[config.mk]
export PLATFORM = sky130hd
export DESIGN_NAME = integer_field_formatter_core
export DESIGN_NICKNAME = d
export VERILOG_FILES = /design/src/rtl/iff_pkg.sv /design/src/rtl/iff_radix_div.sv /design/src/rtl/iff_char_emit.sv /design/src/rtl/integer_field_formatter_core.sv
export VERILOG_INCLUDE_DIRS = /design/src /design/src/rtl
export SDC_FILE = /design/constraint.sdc
export NUM_CORES = 1
export LEC_CHECK = 0
export BUFFER_PORTS_ARGS = -buffer_cell sky130_fd_sc_hd__buf_4
export CORE_ASPECT_RATIO = 2
export CORE_MARGIN = 8
export CORE_UTILIZATION = 64
export CTS_BUF_LIST = sky130_fd_sc_hd__clkbuf_8
export DETAILED_ROUTE_END_ITERATION = 7
export GPL_TIMING_DRIVEN = 1
export PLACE_DENSITY = 0.91
export SYNTH_ARGS = -nofsm -noshare
export SYNTH_HDL_FRONTEND = slang
export SYNTH_SLANG_ARGS = --single-unit
[constraint.sdc]
create_clock -name clk_i -period 15.2 [get_ports clk_i]
set_input_delay 3.8 -clock clk_i [delete_from_list [all_inputs] [get_ports clk_i]]
set_output_delay 3.8 -clock clk_i [all_outputs]
set_load 0.03 [all_outputs]
[src/rtl/assert_macros.svh]
// ---------------------------------------------------------------------------
// assertion macros
// shared concurrent check forms, clocked on clk_i and quiet during reset
// ---------------------------------------------------------------------------
`ifndef ASSERT_MACROS_SVH
`define ASSERT_MACROS_SVH

// same-cycle implication
`define IFF_ASSERT_IMPL(label, ante, cons, msg) \
  label: assert property (@(posedge clk_i) disable iff (!rst_ni) (ante) |-> (cons)) \
    else $error(msg);

// next-cycle implication
`define IFF_ASSERT_NEXT(label, ante, cons, msg) \
  label: assert property (@(posedge clk_i) disable iff (!rst_ni) (ante) |=> (cons)) \
    else $error(msg);

`endif

[src/rtl/iff_pkg.sv]
`timescale 1ns / 1ps
// ---------------------------------------------------------------------------
// iff_pkg
// shared types, codes and character tables of the integer field formatter
// ---------------------------------------------------------------------------
package iff_pkg;

  localparam int VALUE_BITS_DEF     = 32;
  localparam int MAX_WIDTH_DEF      = 64;
  localparam int POINTER_DIGITS_DEF = 8;

  // fixed port field widths
  localparam int VALUE_W = 32;
  localparam int SPEC_W  = 24;
  localparam int CHAR_W  = 8;
  localparam int DIGIT_W = 4;
  // field positions and lengths, covers every legal parameter setting
  localparam int LEN_W   = 8;

  typedef enum logic [1:0] {
    RADIX_BIN = 2'd0,
    RADIX_OCT = 2'd1,
    RADIX_DEC = 2'd2,
    RADIX_HEX = 2'd3
  } radix_e;

  localparam logic [CHAR_W-1:0] CH_ZERO    = 8'h30;
  localparam logic [CHAR_W-1:0] CH_SPACE   = 8'h20;
  localparam logic [CHAR_W-1:0] CH_MINUS   = 8'h2d;
  localparam logic [CHAR_W-1:0] CH_PLUS    = 8'h2b;
  localparam logic [CHAR_W-1:0] CH_GT      = 8'h3e;
  localparam logic [CHAR_W-1:0] CH_B       = 8'h62;
  localparam logic [CHAR_W-1:0] CH_X       = 8'h78;
  localparam logic [CHAR_W-1:0] CH_LOWER_A = 8'h61;
  localparam logic [CHAR_W-1:0] CH_LOWER_Z = 8'h7a;
  localparam logic [CHAR_W-1:0] CASE_DIFF  = 8'h20;

  localparam logic [16*CHAR_W-1:0] DIGIT_CHARS = "0123456789abcdef";

  typedef struct packed {
    logic   load;
    logic   start;
    radix_e radix;
  } div_ctrl_t;

  typedef struct packed {
    logic               done;
    logic               zero;
    logic [DIGIT_W-1:0] digit;
  } div_stat_t;

  typedef struct packed {
    logic               start;
    logic               push;
    logic [DIGIT_W-1:0] digit;
  } emit_ctrl_t;

  typedef struct packed {
    logic [CHAR_W-1:0] pre0;
    logic [CHAR_W-1:0] pre1;
    logic [LEN_W-1:0]  b1;
    logic [LEN_W-1:0]  b2;
    logic [LEN_W-1:0]  b3;
    logic [LEN_W-1:0]  len;
    logic              sign_body;
    logic [CHAR_W-1:0] sign_ch;
    logic [CHAR_W-1:0] pad_ch;
    logic              upper;
  } layout_t;

  // first table character sits in the top byte
  function automatic logic [CHAR_W-1:0] digit_char(input logic [DIGIT_W-1:0] d);
    return DIGIT_CHARS[{~d, 3'b000} +: CHAR_W];
  endfunction

  function automatic logic [CHAR_W-1:0] to_upper(input logic [CHAR_W-1:0] c,
                                                 input logic up);
    if (up && (c inside {[CH_LOWER_A:CH_LOWER_Z]})) begin
      return c - CASE_DIFF;
    end
    return c;
  endfunction

endpackage

[src/rtl/iff_radix_div.sv]
`timescale 1ns / 1ps
// ---------------------------------------------------------------------------
// iff_radix_div
// shared divide-by-radix unit: one digit per request, decimal by long
// division eight bits a cycle, power-of-two radices by a single shift
// ---------------------------------------------------------------------------
module iff_radix_div import iff_pkg::*; #(
  parameter int VALUE_BITS = VALUE_BITS_DEF
) (
  input  logic                  clk_i,
  input  logic                  rst_ni,
  input  div_ctrl_t             ctrl_i,
  input  logic [VALUE_BITS-1:0] load_val_i,
  output div_stat_t             stat_o
);

  localparam int DIV_BITS = ((VALUE_BITS + 7) / 8) * 8;
  localparam int STEPS    = DIV_BITS / 8;
  localparam int CNT_W    = $clog2(STEPS + 1);

  logic [DIV_BITS-1:0] val_q, val_d;
  logic [DIGIT_W-1:0]  rem_q, rem_d;
  logic [CNT_W-1:0]    cnt_q, cnt_d;
  logic                busy_q, busy_d;
  logic                done_q, done_d;

  logic [7:0]          chunk;
  logic [7:0]          qbits;
  logic [DIGIT_W:0]    r;
  logic [CNT_W-1:0]    cnt_next;

  always_comb begin
    chunk = val_q[DIV_BITS-1 -: 8];
    r     = busy_q ? {1'b0, rem_q} : '0;
    qbits = '0;
    for (int i = 7; i >= 0; i--) begin
      r = {r[DIGIT_W-1:0], chunk[i]};
      if (r >= 5'd10) begin
        r        = r - 5'd10;
        qbits[i] = 1'b1;
      end
    end
    cnt_next = busy_q ? cnt_q + 1'b1 : CNT_W'(1);
  end

  always_comb begin
    val_d  = val_q;
    rem_d  = rem_q;
    cnt_d  = cnt_q;
    busy_d = busy_q;
    done_d = 1'b0;
    if (ctrl_i.load) begin
      val_d = DIV_BITS'(load_val_i);
    end else if (ctrl_i.start || busy_q) begin
      case (ctrl_i.radix)
        RADIX_DEC: begin
          val_d = (val_q << 8) | DIV_BITS'(qbits);
          rem_d = r[DIGIT_W-1:0];
          cnt_d = cnt_next;
          if (cnt_next == CNT_W'(STEPS)) begin
            busy_d = 1'b0;
            done_d = 1'b1;
          end else begin
            busy_d = 1'b1;
          end
        end
        RADIX_HEX: begin
          val_d  = val_q >> 4;
          rem_d  = val_q[3:0];
          done_d = 1'b1;
        end
        RADIX_OCT: begin
          val_d  = val_q >> 3;
          rem_d  = {1'b0, val_q[2:0]};
          done_d = 1'b1;
        end
        default: begin
          val_d  = val_q >> 1;
          rem_d  = {3'b000, val_q[0]};
          done_d = 1'b1;
        end
      endcase
    end
  end

  always_ff @(posedge clk_i or negedge rst_ni) begin
    if (!rst_ni) begin
      cnt_q  <= '0;
      busy_q <= 1'b0;
      done_q <= 1'b0;
    end else begin
      cnt_q  <= cnt_d;
      busy_q <= busy_d;
      done_q <= done_d;
    end
  end

  always_ff @(posedge clk_i) begin
    val_q <= val_d;
    rem_q <= rem_d;
  end

  assign stat_o.done  = done_q;
  assign stat_o.zero  = (val_q == '0);
  assign stat_o.digit = rem_q;

endmodule

[src/rtl/iff_char_emit.sv]
`timescale 1ns / 1ps
// ---------------------------------------------------------------------------
// iff_char_emit
// digit stack and field sequencer, one character per cycle into the
// output register while a low m_axis_tready_i does not stall it
// ---------------------------------------------------------------------------
module iff_char_emit import iff_pkg::*; #(
  parameter int VALUE_BITS = VALUE_BITS_DEF
) (
  input  logic              clk_i,
  input  logic              rst_ni,
  input  emit_ctrl_t        ctrl_i,
  input  layout_t           layout_i,
  output logic              busy_o,
  output logic              m_axis_tvalid_o,
  input  logic              m_axis_tready_i,
  output logic [CHAR_W-1:0] m_axis_tdata_o,   // character
  output logic              m_axis_tlast_o
);

  localparam int STACK_W = DIGIT_W * VALUE_BITS;

  logic [STACK_W-1:0] digits_q, digits_d;
  layout_t            lay_q;
  logic [LEN_W-1:0]   pos_q, pos_d;
  logic               active_q, active_d;
  logic               out_valid_q, out_valid_d;
  logic [CHAR_W-1:0]  out_data_q, out_data_d;
  logic               out_last_q, out_last_d;

  logic               adv;
  logic               take_digit;
  logic               is_last;
  logic [CHAR_W-1:0]  ch;

  always_comb begin
    take_digit = 1'b0;
    if (pos_q < lay_q.b1) begin
      ch = (pos_q == '0) ? lay_q.pre0 : lay_q.pre1;
    end else if (pos_q < lay_q.b2) begin
      ch = lay_q.pad_ch;
    end else if (pos_q < lay_q.b3) begin
      if (lay_q.sign_body && (pos_q == lay_q.b2)) begin
        ch = lay_q.sign_ch;
      end else begin
        ch         = digit_char(digits_q[DIGIT_W-1:0]);
        take_digit = 1'b1;
      end
    end else begin
      ch = lay_q.pad_ch;
    end
  end

  assign adv     = active_q && (!out_valid_q || m_axis_tready_i);
  assign is_last = (pos_q == lay_q.len - 1'b1);

  always_comb begin
    digits_d    = digits_q;
    pos_d       = pos_q;
    active_d    = active_q;
    out_valid_d = out_valid_q;
    out_data_d  = out_data_q;
    out_last_d  = out_last_q;
    // newest digit is the most significant one, kept at the bottom
    if (ctrl_i.push) begin
      digits_d = {digits_q[STACK_W-DIGIT_W-1:0], ctrl_i.digit};
    end else if (adv && take_digit) begin
      digits_d = digits_q >> DIGIT_W;
    end
    if (ctrl_i.start) begin
      pos_d    = '0;
      active_d = 1'b1;
    end
    if (adv) begin
      pos_d       = pos_q + 1'b1;
      out_valid_d = 1'b1;
      out_data_d  = to_upper(ch, lay_q.upper);
      out_last_d  = is_last;
      if (is_last) begin
        active_d = 1'b0;
      end
    end else if (out_valid_q && m_axis_tready_i) begin
      out_valid_d = 1'b0;
    end
  end

  always_ff @(posedge clk_i or negedge rst_ni) begin
    if (!rst_ni) begin
      pos_q       <= '0;
      active_q    <= 1'b0;
      out_valid_q <= 1'b0;
    end else begin
      pos_q       <= pos_d;
      active_q    <= active_d;
      out_valid_q <= out_valid_d;
    end
  end

  always_ff @(posedge clk_i) begin
    digits_q   <= digits_d;
    out_data_q <= out_data_d;
    out_last_q <= out_last_d;
    if (ctrl_i.start) begin
      lay_q <= layout_i;
    end
  end

  assign busy_o          = active_q;
  assign m_axis_tvalid_o = out_valid_q;
  assign m_axis_tdata_o  = out_data_q;
  assign m_axis_tlast_o  = out_last_q;

endmodule

[src/rtl/integer_field_formatter_core.sv]
`timescale 1ns / 1ps
`include "assert_macros.svh"
// ---------------------------------------------------------------------------
// integer_field_formatter_core
// formats one integer and its conversion spec as an ascii field, sent one
// character per item with tlast on the final character
// ---------------------------------------------------------------------------
//  channel  dir  handshake        payload
//  s_axis   in   tvalid / tready  tdata: value, tuser: conversion spec
//  m_axis   out  tvalid / tready  tdata: character, tlast: last
//
//  per item: the sequencer passes S_START, the digit loop in S_WAIT, S_LAYOUT
//  and S_EMIT; decimal digits come from long division, binary, octal and
//  hex digits from a single shift in the shared radix divider, and the output
//  register sends one character per cycle while m_axis_tready_i allows
//  s_axis_tready_o is high only between fields; output stalls hold the field
//  reset clears the sequencer and empties the output register
// ---------------------------------------------------------------------------
module integer_field_formatter_core import iff_pkg::*; #(
  parameter int VALUE_BITS     = VALUE_BITS_DEF,
  parameter int MAX_WIDTH      = MAX_WIDTH_DEF,
  parameter int POINTER_DIGITS = POINTER_DIGITS_DEF
) (
  input  logic              clk_i,
  input  logic              rst_ni,
  input  logic              s_axis_tvalid_i,
  output logic              s_axis_tready_o,
  input  logic [VALUE_W-1:0] s_axis_tdata_i,  // value
  // radix_sel[1:0], signed_value, upper, alt_prefix, pointer_style, plus_sign,
  // blank_sign, left_align, zero_pad, min_width[6:0], min_digits[5:0], zero fill
  input  logic [SPEC_W-1:0] s_axis_tuser_i,
  output logic              m_axis_tvalid_o,
  input  logic              m_axis_tready_i,
  output logic [CHAR_W-1:0] m_axis_tdata_o,   // character
  output logic              m_axis_tlast_o
);

  localparam int PREC_W = $clog2(VALUE_BITS + 1);

  localparam logic [2:0] S_IDLE   = 3'd0;
  localparam logic [2:0] S_START  = 3'd1;
  localparam logic [2:0] S_WAIT   = 3'd2;
  localparam logic [2:0] S_LAYOUT = 3'd3;
  localparam logic [2:0] S_EMIT   = 3'd4;

  logic [2:0]        state_q, state_d;
  radix_e            radix_q;
  logic              upper_q, plus_q, left_q, zpad_q, minus_q;
  logic [LEN_W-1:0]  width_q;
  logic [PREC_W-1:0] prec_q, prec_d;
  logic [PREC_W-1:0] nd_q, nd_d;
  logic [CHAR_W-1:0] pre0_q, pre1_q;
  logic [1:0]        plen_q;

  // input decode
  logic                  accept;
  logic [VALUE_BITS-1:0] v_in, mag;
  radix_e                radix_in, radix_eff;
  logic                  f_sgn, f_up, f_alt, f_ptr, f_plus, f_blank, f_left, f_zpad;
  logic [6:0]            f_width, width_c;
  logic [5:0]            f_prec;
  logic [6:0]            prec_c;
  logic                  is_signed, negative;
  logic [CHAR_W-1:0]     pre0_c, pre1_c;
  logic [1:0]            plen_c;

  // digit loop
  div_ctrl_t         div_ctrl;
  div_stat_t         div_stat;
  logic [PREC_W-1:0] prec_nx, nd_nx;
  logic              more;

  // layout
  emit_ctrl_t        emit_ctrl;
  layout_t           layout;
  logic              emit_busy;
  logic              has_sign, sign_body;
  logic [CHAR_W-1:0] sign_ch, lay_pre0;
  logic [1:0]        lay_plen;
  logic [LEN_W-1:0]  blen, used, pad, lpad, total;

  assign s_axis_tready_o = (state_q == S_IDLE);
  assign accept          = s_axis_tvalid_i && s_axis_tready_o;

  assign v_in     = VALUE_BITS'(s_axis_tdata_i);
  assign radix_in = radix_e'(s_axis_tuser_i[1:0]);
  assign f_sgn    = s_axis_tuser_i[2];
  assign f_up     = s_axis_tuser_i[3];
  assign f_alt    = s_axis_tuser_i[4];
  assign f_ptr    = s_axis_tuser_i[5];
  assign f_plus   = s_axis_tuser_i[6];
  assign f_blank  = s_axis_tuser_i[7];
  assign f_left   = s_axis_tuser_i[8];
  assign f_zpad   = s_axis_tuser_i[9];
  assign f_width  = s_axis_tuser_i[16:10];
  assign f_prec   = s_axis_tuser_i[22:17];

  assign is_signed = !f_ptr && f_sgn && (radix_in == RADIX_DEC);
  assign negative  = is_signed && v_in[VALUE_BITS-1];
  assign mag       = negative ? (~v_in + 1'b1) : v_in;
  assign radix_eff = f_ptr ? RADIX_HEX : radix_in;

  always_comb begin
    pre0_c = CH_ZERO;
    pre1_c = CH_ZERO;
    plen_c = 2'd0;
    if (f_ptr) begin
      pre0_c = CH_MINUS;
      pre1_c = CH_GT;
      plen_c = 2'd2;
    end else if (f_alt) begin
      case (radix_in)
        RADIX_BIN: begin
          pre1_c = CH_B;
          plen_c = 2'd2;
        end
        RADIX_OCT: plen_c = 2'd1;
        RADIX_HEX: begin
          pre1_c = CH_X;
          plen_c = 2'd2;
        end
        default: plen_c = 2'd0;
      endcase
    end
    // a zero value drops any prefix under the hash flag, arrow included
    if (f_alt && (v_in == '0)) begin
      plen_c = 2'd0;
    end
    if (is_signed && !negative && f_blank) begin
      pre0_c = CH_SPACE;
      plen_c = 2'd1;
    end
  end

  always_comb begin
    prec_c = f_ptr ? 7'(POINTER_DIGITS) : {1'b0, f_prec};
    if (prec_c == '0) begin
      prec_c = 7'd1;
    end
    if (prec_c > 7'(VALUE_BITS)) begin
      prec_c = 7'(VALUE_BITS);
    end
    width_c = (f_width > 7'(MAX_WIDTH)) ? 7'(MAX_WIDTH) : f_width;
  end

  assign prec_nx = (prec_q != '0) ? prec_q - 1'b1 : '0;
  assign nd_nx   = nd_q + 1'b1;
  assign more    = ((prec_nx != '0) || !div_stat.zero) && (nd_nx < PREC_W'(VALUE_BITS));

  assign div_ctrl.load  = accept;
  assign div_ctrl.start = (state_q == S_START) ||
                          ((state_q == S_WAIT) && div_stat.done && more);
  assign div_ctrl.radix = radix_q;

  always_comb begin
    state_d = state_q;
    prec_d  = prec_q;
    nd_d    = nd_q;
    case (state_q)
      S_IDLE: begin
        if (accept) begin
          prec_d  = PREC_W'(prec_c);
          nd_d    = '0;
          state_d = S_START;
        end
      end
      S_START: state_d = S_WAIT;
      S_WAIT: begin
        if (div_stat.done) begin
          prec_d = prec_nx;
          nd_d   = nd_nx;
          if (!more) begin
            state_d = S_LAYOUT;
          end
        end
      end
      S_LAYOUT: state_d = S_EMIT;
      S_EMIT: begin
        if (!emit_busy) begin
          state_d = S_IDLE;
        end
      end
      default: state_d = S_IDLE;
    endcase
  end

  // the sign takes the prefix place under zero padding
  always_comb begin
    has_sign = minus_q || plus_q;
    sign_ch  = minus_q ? CH_MINUS : CH_PLUS;
    if (has_sign && zpad_q) begin
      lay_pre0  = sign_ch;
      lay_plen  = 2'd1;
      sign_body = 1'b0;
    end else begin
      lay_pre0  = pre0_q;
      lay_plen  = plen_q;
      sign_body = has_sign;
    end
    blen  = LEN_W'(nd_q) + LEN_W'(sign_body);
    used  = LEN_W'(lay_plen) + blen;
    pad   = (width_q > used) ? width_q - used : '0;
    lpad  = left_q ? '0 : pad;
    total = used + pad;
  end

  assign layout.pre0      = lay_pre0;
  assign layout.pre1      = pre1_q;
  assign layout.b1        = LEN_W'(lay_plen);
  assign layout.b2        = LEN_W'(lay_plen) + lpad;
  assign layout.b3        = LEN_W'(lay_plen) + lpad + blen;
  assign layout.len       = (total > LEN_W'(MAX_WIDTH)) ? LEN_W'(MAX_WIDTH) : total;
  assign layout.sign_body = sign_body;
  assign layout.sign_ch   = sign_ch;
  assign layout.pad_ch    = zpad_q ? CH_ZERO : CH_SPACE;
  assign layout.upper     = upper_q;

  assign emit_ctrl.start = (state_q == S_LAYOUT);
  assign emit_ctrl.push  = (state_q == S_WAIT) && div_stat.done;
  assign emit_ctrl.digit = div_stat.digit;

  always_ff @(posedge clk_i or negedge rst_ni) begin
    if (!rst_ni) begin
      state_q <= S_IDLE;
      prec_q  <= '0;
      nd_q    <= '0;
    end else begin
      state_q <= state_d;
      prec_q  <= prec_d;
      nd_q    <= nd_d;
    end
  end

  always_ff @(posedge clk_i) begin
    if (accept) begin
      radix_q <= radix_eff;
      upper_q <= f_up;
      plus_q  <= f_plus;
      left_q  <= f_left;
      zpad_q  <= f_zpad;
      minus_q <= negative;
      width_q <= LEN_W'(width_c);
      pre0_q  <= pre0_c;
      pre1_q  <= pre1_c;
      plen_q  <= plen_c;
    end
  end

  iff_radix_div #(
    .VALUE_BITS (VALUE_BITS)
  ) u_div (
    .clk_i      (clk_i),
    .rst_ni     (rst_ni),
    .ctrl_i     (div_ctrl),
    .load_val_i (mag),
    .stat_o     (div_stat)
  );

  iff_char_emit #(
    .VALUE_BITS (VALUE_BITS)
  ) u_emit (
    .clk_i           (clk_i),
    .rst_ni          (rst_ni),
    .ctrl_i          (emit_ctrl),
    .layout_i        (layout),
    .busy_o          (emit_busy),
    .m_axis_tvalid_o (m_axis_tvalid_o),
    .m_axis_tready_i (m_axis_tready_i),
    .m_axis_tdata_o  (m_axis_tdata_o),
    .m_axis_tlast_o  (m_axis_tlast_o)
  );

  `IFF_ASSERT_IMPL(a_div_done_in_loop, div_stat.done, state_q == S_WAIT, "digit outside loop")
  `IFF_ASSERT_NEXT(a_accept_starts, accept, (state_q == S_START) && !s_axis_tready_o, "bad start")
  `IFF_ASSERT_IMPL(a_emit_idle_start, emit_ctrl.start, !emit_busy, "field started while busy")

endmodule
Yosys cells after proc, flatten, opt, wreduce, memory -nomap -nowiden
Index checks and enable logic that the tools add are counted.
{"block": "classes", "mux": 79, "reduce_logical": 46, "multipliers": 0, "n_eq_ne": 17, "add_sub_neg": 21, "magnitude_cmp": 18, "n_div": 0, "bitwise_logic": 5, "shift": 1}
{"operator": "2-to-1 mux 128 bit", "n": 2}
{"operator": "indexed part select 128 x 8 -> 8 bit (first input constant)", "n": 1}
{"operator": "2-to-1 mux 32 bit", "n": 3}
{"operator": "2-to-1 mux 8 bit", "n": 12}
{"operator": "one-hot mux 32 bit (3 select lines)", "n": 1}
{"operator": "logical NOT 32 bit", "n": 2}
{"operator": "2-to-1 mux 6 bit", "n": 8}
{"operator": "greater-or-equal comparator 5 x 4 -> 1 bit (second input constant)", "n": 8}
{"operator": "2-to-1 mux 4 bit", "n": 10}
{"operator": "adder 32 x 1 -> 32 bit (second input constant)", "n": 1}
{"operator": "inverter 32 bit", "n": 1}
{"operator": "OR 32 x 8 -> 32 bit", "n": 1}
{"operator": "subtractor 4 bit (second input constant)", "n": 8}
{"operator": "2-to-1 mux 1 bit", "n": 26}
{"operator": "one-hot mux 6 bit (2 select lines)", "n": 2}
{"operator": "2-to-1 mux 3 bit", "n": 6}
{"operator": "logical AND 1 bit", "n": 17}
{"operator": "equality test 8 bit", "n": 2}
{"operator": "less-than comparator 8 bit", "n": 2}
{"operator": "one-hot mux 3 bit (5 select lines)", "n": 1}
{"operator": "one-hot mux 7 bit (2 select lines)", "n": 1}
{"operator": "one-hot mux 4 bit (3 select lines)", "n": 1}
{"operator": "nonzero test 6 bit", "n": 2}
{"operator": "2-to-1 mux 5 bit", "n": 2}
{"operator": "other kinds (42)", "n": 67}
{"block": "totals", "input_bits": 60, "output_inout_bits": 11, "elab_cells": 223, "mem_bits_rw": 0, "mem_bits_ro": 0, "latchBits": 0, "n_memories": 0, "regBits": 293}

Logic depth before layout (Yosys ltp)
{"block": "logic_depth", "word_depth": 21, "ltp_mapped": 40, "ltp_nobuf": 38}

Cells and area by module
A second synthesis with hierarchy kept.
{"block": "hier_totals", "hier_cells": 1422, "area_unflattened_um2": 17272.8}
{"module": "iff_char_emit", "seq_area_each_um2": 6346.1, "cells_each": 589, "area_per_inst_um2": 9434.0, "instances": 1}
{"module": "iff_radix_div", "seq_area_each_um2": 1206.2, "cells_each": 375, "area_per_inst_um2": 3970.1, "instances": 1}
{"module": "integer_field_formatter_core", "seq_area_each_um2": 1066.0, "cells_each": 458, "area_per_inst_um2": 3868.7, "instances": 1}

Least setup slack after synthesis
OpenSTA, ideal clock, no wires.
{"block": "synth_path", "kind": "input port to flip-flop", "start": "input m_axis_tready_i", "end": "register u_emit.digits_q[0], enable pin", "arrival_ps": 13433, "setup_ps": 804, "n_path_buf": 0, "cell_stages": 3, "setup_slack_ps": 963, "required_ps": 14396, "cell_sequence": "nand2b_1 > nand2_1 > o31ai_1"}
{"block": "synth_between", "elab_chain_len": 4}
{"item": "from (decl)", "line": "integer_field_formatter_core.sv:33", "source": "input logic m_axis_tready_i,"}
{"item": "logical OR 1 bit", "line": "iff_char_emit.sv:54", "source": "assign adv = active_q && (!out_valid_q || m_axis_tready_i);"}
{"item": "logical AND 1 bit", "line": "iff_char_emit.sv:54"}
{"item": "logical AND 1 bit", "line": "iff_char_emit.sv:67", "source": "end else if (adv && take_digit) begin"}
{"item": "nonzero test 2 bit (no line)"}
{"item": "to (signal assigned)", "line": "iff_char_emit.sv:100", "source": "digits_q <= digits_d;"}
{"item": "to (decl)", "line": "iff_char_emit.sv:23", "source": "logic [STACK_W-1:0] digits_q, digits_d;"}
Every way passes these cells.
A chain may end at the register's enable or synchronous reset.

Final worst setup path
{"block": "layout_path", "start": "register u_div.busy_q", "end": "register u_div.rem_q[2], data pin"}
{"block": "layout_between", "elab_chain_len": 18, "word_cells_on_any_way": 26, "cone_classes": "add/sub: 8; order compare: 8; mux: 10"}
{"item": "from (decl)", "line": "iff_radix_div.sv:24", "source": "logic busy_q, busy_d;"}
{"item": "from (signal assigned)", "line": "iff_radix_div.sv:93", "source": "busy_q <= busy_d;"}
{"item": "2-to-1 mux 4 bit *", "line": "iff_radix_div.sv:34", "source": "r = busy_q ? {1'b0, rem_q} : '0;"}
{"item": "subtractor 4 bit or greater-or-equal comparator 5 x 4 -> 1 bit (tied branches)", "line": "iff_radix_div.sv:39, iff_radix_div.sv:38"}
{"item": "2-to-1 mux 4 bit *", "line": "iff_radix_div.sv:38", "source": "if (r >= 5'd10) begin"}
{"item": "subtractor 4 bit or greater-or-equal comparator 5 x 4 -> 1 bit (tied branches)", "line": "iff_radix_div.sv:39, iff_radix_div.sv:38"}
{"item": "2-to-1 mux 4 bit *", "line": "iff_radix_div.sv:38"}
{"item": "subtractor 4 bit or greater-or-equal comparator 5 x 4 -> 1 bit (tied branches)", "line": "iff_radix_div.sv:39, iff_radix_div.sv:38"}
{"item": "2-to-1 mux 4 bit *", "line": "iff_radix_div.sv:38"}
{"item": "greater-or-equal comparator 5 x 4 -> 1 bit or subtractor 4 bit (tied branches)", "line": "iff_radix_div.sv:38, iff_radix_div.sv:39"}
{"item": "[2 not listed]"}
{"item": "2-to-1 mux 4 bit *", "line": "iff_radix_div.sv:38"}
{"item": "subtractor 4 bit or greater-or-equal comparator 5 x 4 -> 1 bit (tied branches)", "line": "iff_radix_div.sv:39, iff_radix_div.sv:38"}
{"item": "2-to-1 mux 4 bit *", "line": "iff_radix_div.sv:38"}
{"item": "greater-or-equal comparator 5 x 4 -> 1 bit or subtractor 4 bit (tied branches)", "line": "iff_radix_div.sv:38, iff_radix_div.sv:39"}
{"item": "2-to-1 mux 4 bit *", "line": "iff_radix_div.sv:38"}
{"item": "subtractor 4 bit or greater-or-equal comparator 5 x 4 -> 1 bit (tied branches)", "line": "iff_radix_div.sv:39, iff_radix_div.sv:38"}
{"item": "2-to-1 mux 4 bit *", "line": "iff_radix_div.sv:38"}
{"item": "one-hot mux 4 bit (3 select lines) *", "line": "iff_radix_div.sv:55", "source": "case (ctrl_i.radix)"}
{"item": "to (signal assigned)", "line": "iff_radix_div.sv:100", "source": "rem_q <= rem_d;"}
{"item": "to (decl)", "line": "iff_radix_div.sv:22", "source": "logic [DIGIT_W-1:0] rem_q, rem_d;"}
Every way passes the cells marked *; elsewhere a longest branch is shown, timed or not.

==> flow_metrics.env <==
export IMPL_status="finished, final reports clean"
export IMPL_dp_hpwl_mm=22.73
export IMPL_multi_input_area_sq_um=7239
export IMPL_grt_first_pass_wirelength_mm=55.17
export IMPL_grt_start_max_net_pins=127
export IMPL_cts_setup_buffers=0
export IMPL_tns_ns=0
export IMPL_ir_drop_mv=0.3053
export IMPL_htreeDepth=2
export IMPL_p_clk_frac=0.133
export IMPL_initial_core_util=0.6444
export IMPL_vias=11850
export IMPL_crit_path_frequent_cell="ha_1"
export IMPL_nNetsFinal=1773
export IMPL_die_x_um=126.4
export IMPL_p_seq_frac=0.315
export IMPL_ys_ff_latch=265
export IMPL_io_pins=71
export IMPL_cts_hold_fix_buffers=0
export IMPL_antenna_found_initial=1
export IMPL_setup_slack_ns=6.756
export IMPL_hp_class="reg2reg"
export IMPL_clk_latency_ns=0.54
export IMPL_worst_setup_path_end_kind="register"
export IMPL_crit_type="reg2reg"
export IMPL_portBuffers=68
export IMPL_ys_flop_type="edfxtp_1"
export IMPL_crit_required_ns=15.52
export IMPL_ant_nets=0
export IMPL_overflow=0
export IMPL_place_congestion=0.9280
export IMPL_die_h_um=236.8
export IMPL_crit_path_max_fanout=12
export IMPL_final_cell_mix="nand2_1, edfxtp_1, nor2_1, inv_1, a21oi_1"
export IMPL_synth_async_reset_ratio=0.1132
export IMPL_tightest_slew_ns=1.156
export IMPL_combinationalPowerShare=0.553
export IMPL_power_switching_mw=1.867
export IMPL_firstDrtPassIters=5
export IMPL_crit_family="compound AO/OA/AOI/OAI gates"
export IMPL_placed_area_sq_um=16310
export IMPL_mostFrequentLayoutCell="nand2_1"
export IMPL_yosys_warnings=0
export IMPL_p_leak_nw=7.074
export IMPL_fin_area_sq_um=17040
export IMPL_p_per_area_nw_per_um2=247.3
export IMPL_n_fill_cell=1667
export IMPL_initialDrtViolationCount=1237
export IMPL_dpl_worst_slack_ns=6.893
export IMPL_wirelength_mm=33.40
export IMPL_synth_area_sq_um=15610
export IMPL_hold_violations=0
export IMPL_grt_pass1_vias=11550
export IMPL_rows=81
export IMPL_relSlewSlack=0.2294
export IMPL_slew_viol_final=0
export IMPL_syn_to_final_growth_pct=9.171
export IMPL_rsz0062_at_grt="false"
export IMPL_drc=0
export IMPL_cp_slowest_cell="dfrtp_1"
export IMPL_synth_cell_types=81
export IMPL_wl_per_cell_um=17.02
export IMPL_min_period_ns=8.444
export IMPL_clockBufferDepth=3
export IMPL_drv_cap=0
export IMPL_die_area_sq_um=29940
export IMPL_internal_power_mw=2.346
export IMPL_core_sq_um=24220
export IMPL_netlist_instances=1596
export IMPL_start_kind="register"
export IMPL_track_usage=0.2220
export IMPL_synth_avg_cell_area_sq_um=9.779
export IMPL_synth_edff_count=235
export IMPL_cts_buffers=38
export IMPL_finalCritPeriodShare=0.5555
export IMPL_ys_seq_area_frac=0.5002
export IMPL_fmax_ghz=0.1184
export IMPL_root_buffer="clkbuf_8"
export IMPL_cts_resized=0
export IMPL_cts_tree="built"
export IMPL_vias_per_cell=6.041
export IMPL_setup_viol=0
export IMPL_slowest_delay_ns=0.61
export IMPL_arrival_ns=8.77
export IMPL_area_sequential_sq_um=7807
export IMPL_clk_pin_slew_worst_paths_ns=0.07
export IMPL_clkSinkCount=265
export IMPL_finClkSkew_ns=0.02229
export IMPL_p_sw_frac=0.4431
export IMPL_drive_above_1_share=0.1149
export IMPL_path_buf_inv=3
export IMPL_final_util=0.7034
[path summary, 6_finish.rpt]
path	start	to	slack, ns	cells past startpoint
worst min register to register	upper_q	u_emit.lay_q[0]	0.41	0
worst max register to register	u_div.busy_q	u_div.rem_q[2]	6.76	37
min in group asynchronous	rst_ni	u_emit.pos_q[6]	3.18	1
max in group asynchronous	rst_ni	state_q[1]	11.71	1
worst max-delay path	u_div.busy_q	u_div.rem_q[2]	6.76	37
worst min-delay path	upper_q	u_emit.lay_q[0]	0.41	0
[logic make-up (layout without fill, tap and decap cells)]
logic type / count (synthesis) / after routing / share of synthesized area
compound gates: 255 / 255 / 0.1056
xor+xnor: 74 / 74 / 0.04153
fa+ha+maj: 71 / 71 / 0.05932
buf+inv: 157 / 231 / 0.03824
flops: 265 / 265 / 0.5002
mux: 44 / 44 / 0.04690
other cells: 1 / 3 / 0.0002403
simple gates: 729 / 729 / 0.2080
[power by group through the flow]
stage | combinational, mW | clock [mW] | sequential (mW)
floorplan | 1.84 | 0 | 1.28
global placement | 2.20 | 0 | 1.32
detailed placement | 2.28 | 0 | 1.33
CTS | 2.30 | 0.571 | 1.32
global route | 2.57 | 0.595 | 1.35
finish | 2.33 | 0.559 | 1.33
[cell usage after synthesis (5+ instances only)]
| library cell | n | area, sq um |
|---|---|---|
| a21oi_1 | 89 | 445.4 |
| mux4_2 | 22 | 495.5 |
| nor3_1 | 25 | 125.1 |
| and3_1 | 7 | 43.79 |
| nor2_1 | 103 | 386.6 |
| and2_1 | 16 | 100.1 |
| o21bai_1 | 9 | 67.56 |
| mux2i_1 | 13 | 130.1 |
| xnor2_1 | 42 | 367.9 |
| nand4_1 | 13 | 81.33 |
| dfrtp_1 | 30 | 750.7 |
| edfxtp_1 | 235 | 7057 |
| xor2_1 | 32 | 280.3 |
| or2_2 | 7 | 43.79 |
| nor3b_1 | 8 | 60.06 |
| buf_1 | 6 | 22.52 |
| o21a_1 | 6 | 45.04 |
| nand3_1 | 26 | 130.1 |
| nor2b_1 | 18 | 112.6 |
| ha_1 | 66 | 825.8 |
| o211ai_1 | 6 | 45.04 |
| a21o_1 | 17 | 127.6 |
| a211oi_1 | 11 | 82.58 |
| nor4_1 | 16 | 100.1 |
| o21ai_0 | 50 | 250.2 |
| mux2_2 | 7 | 78.83 |
| a31oi_1 | 9 | 56.30 |
| or3_1 | 7 | 43.79 |
| or4_1 | 7 | 52.55 |
| nand2_1 | 434 | 1629 |
| clkbuf_1 | 62 | 232.7 |
| inv_1 | 84 | 315.3 |
| fa_1 | 5 | 100.1 |
| nand2b_1 | 19 | 118.9 |
| o31ai_1 | 11 | 82.58 |
[metal layers]
metal / vias to the layer above / wire length, um / GRT usage
met5: - / 0 / 0
met2: 494 / 16390 / 0.3653
met4: 0 / 1255 / 0.1013
met3: 109 / 2039 / 0.02997
met1: 5548 / 13720 / 0.2855
li1: 5702 / - / -
[metrics by stage]
step,hold WS (ns),power (mW),cells
after detailed placement,0.4045,3.607,1892
final,0.4137,4.213,1962
after global placement,0.4013,3.518,1892
after global routing,0.4225,4.512,1962
after floorplan,0.4003,3.121,1597
after CTS,0.4131,4.190,1961
[worst reg2reg max path, delay by kind of cell (launching register included)]
kind            cells  cell delay (ns)
compound gates     14             3.05
flops               1             0.61
buf+inv             3             0.28
fa+ha+maj           8             2.17
mux                 1             0.18
xor+xnor            1             0.15
simple gates       10             1.79
[registers in the layout (all words and copies together) (netlist names), 3 cells and up]
| name | cells |
|---|---|
| width_q | 7 |
| u_emit.digits_q | 128 |
| u_emit.lay_q | 40 |
| u_emit.pos_q | 8 |
| nd_q | 6 |
| u_emit.m_axis_tdata_o | 7 |
| state_q | 3 |
| pre1_q | 5 |
| u_div.cnt_q | 3 |
| u_div.rem_q | 4 |
| prec_q | 6 |
| u_div.val_q | 32 |
[final cells by class]
class                      instances  area share
clock buffer                      39     0.03150
tap                              290     0.02130
inverter                          85     0.01873
timing repair buffer              77     0.03393
multi-input combinational       1175      0.4249
clock inverter                    30     0.01131
sequential                       265      0.4582
antenna                            1   0.0001469
Power figures use the tool's default switching activity.
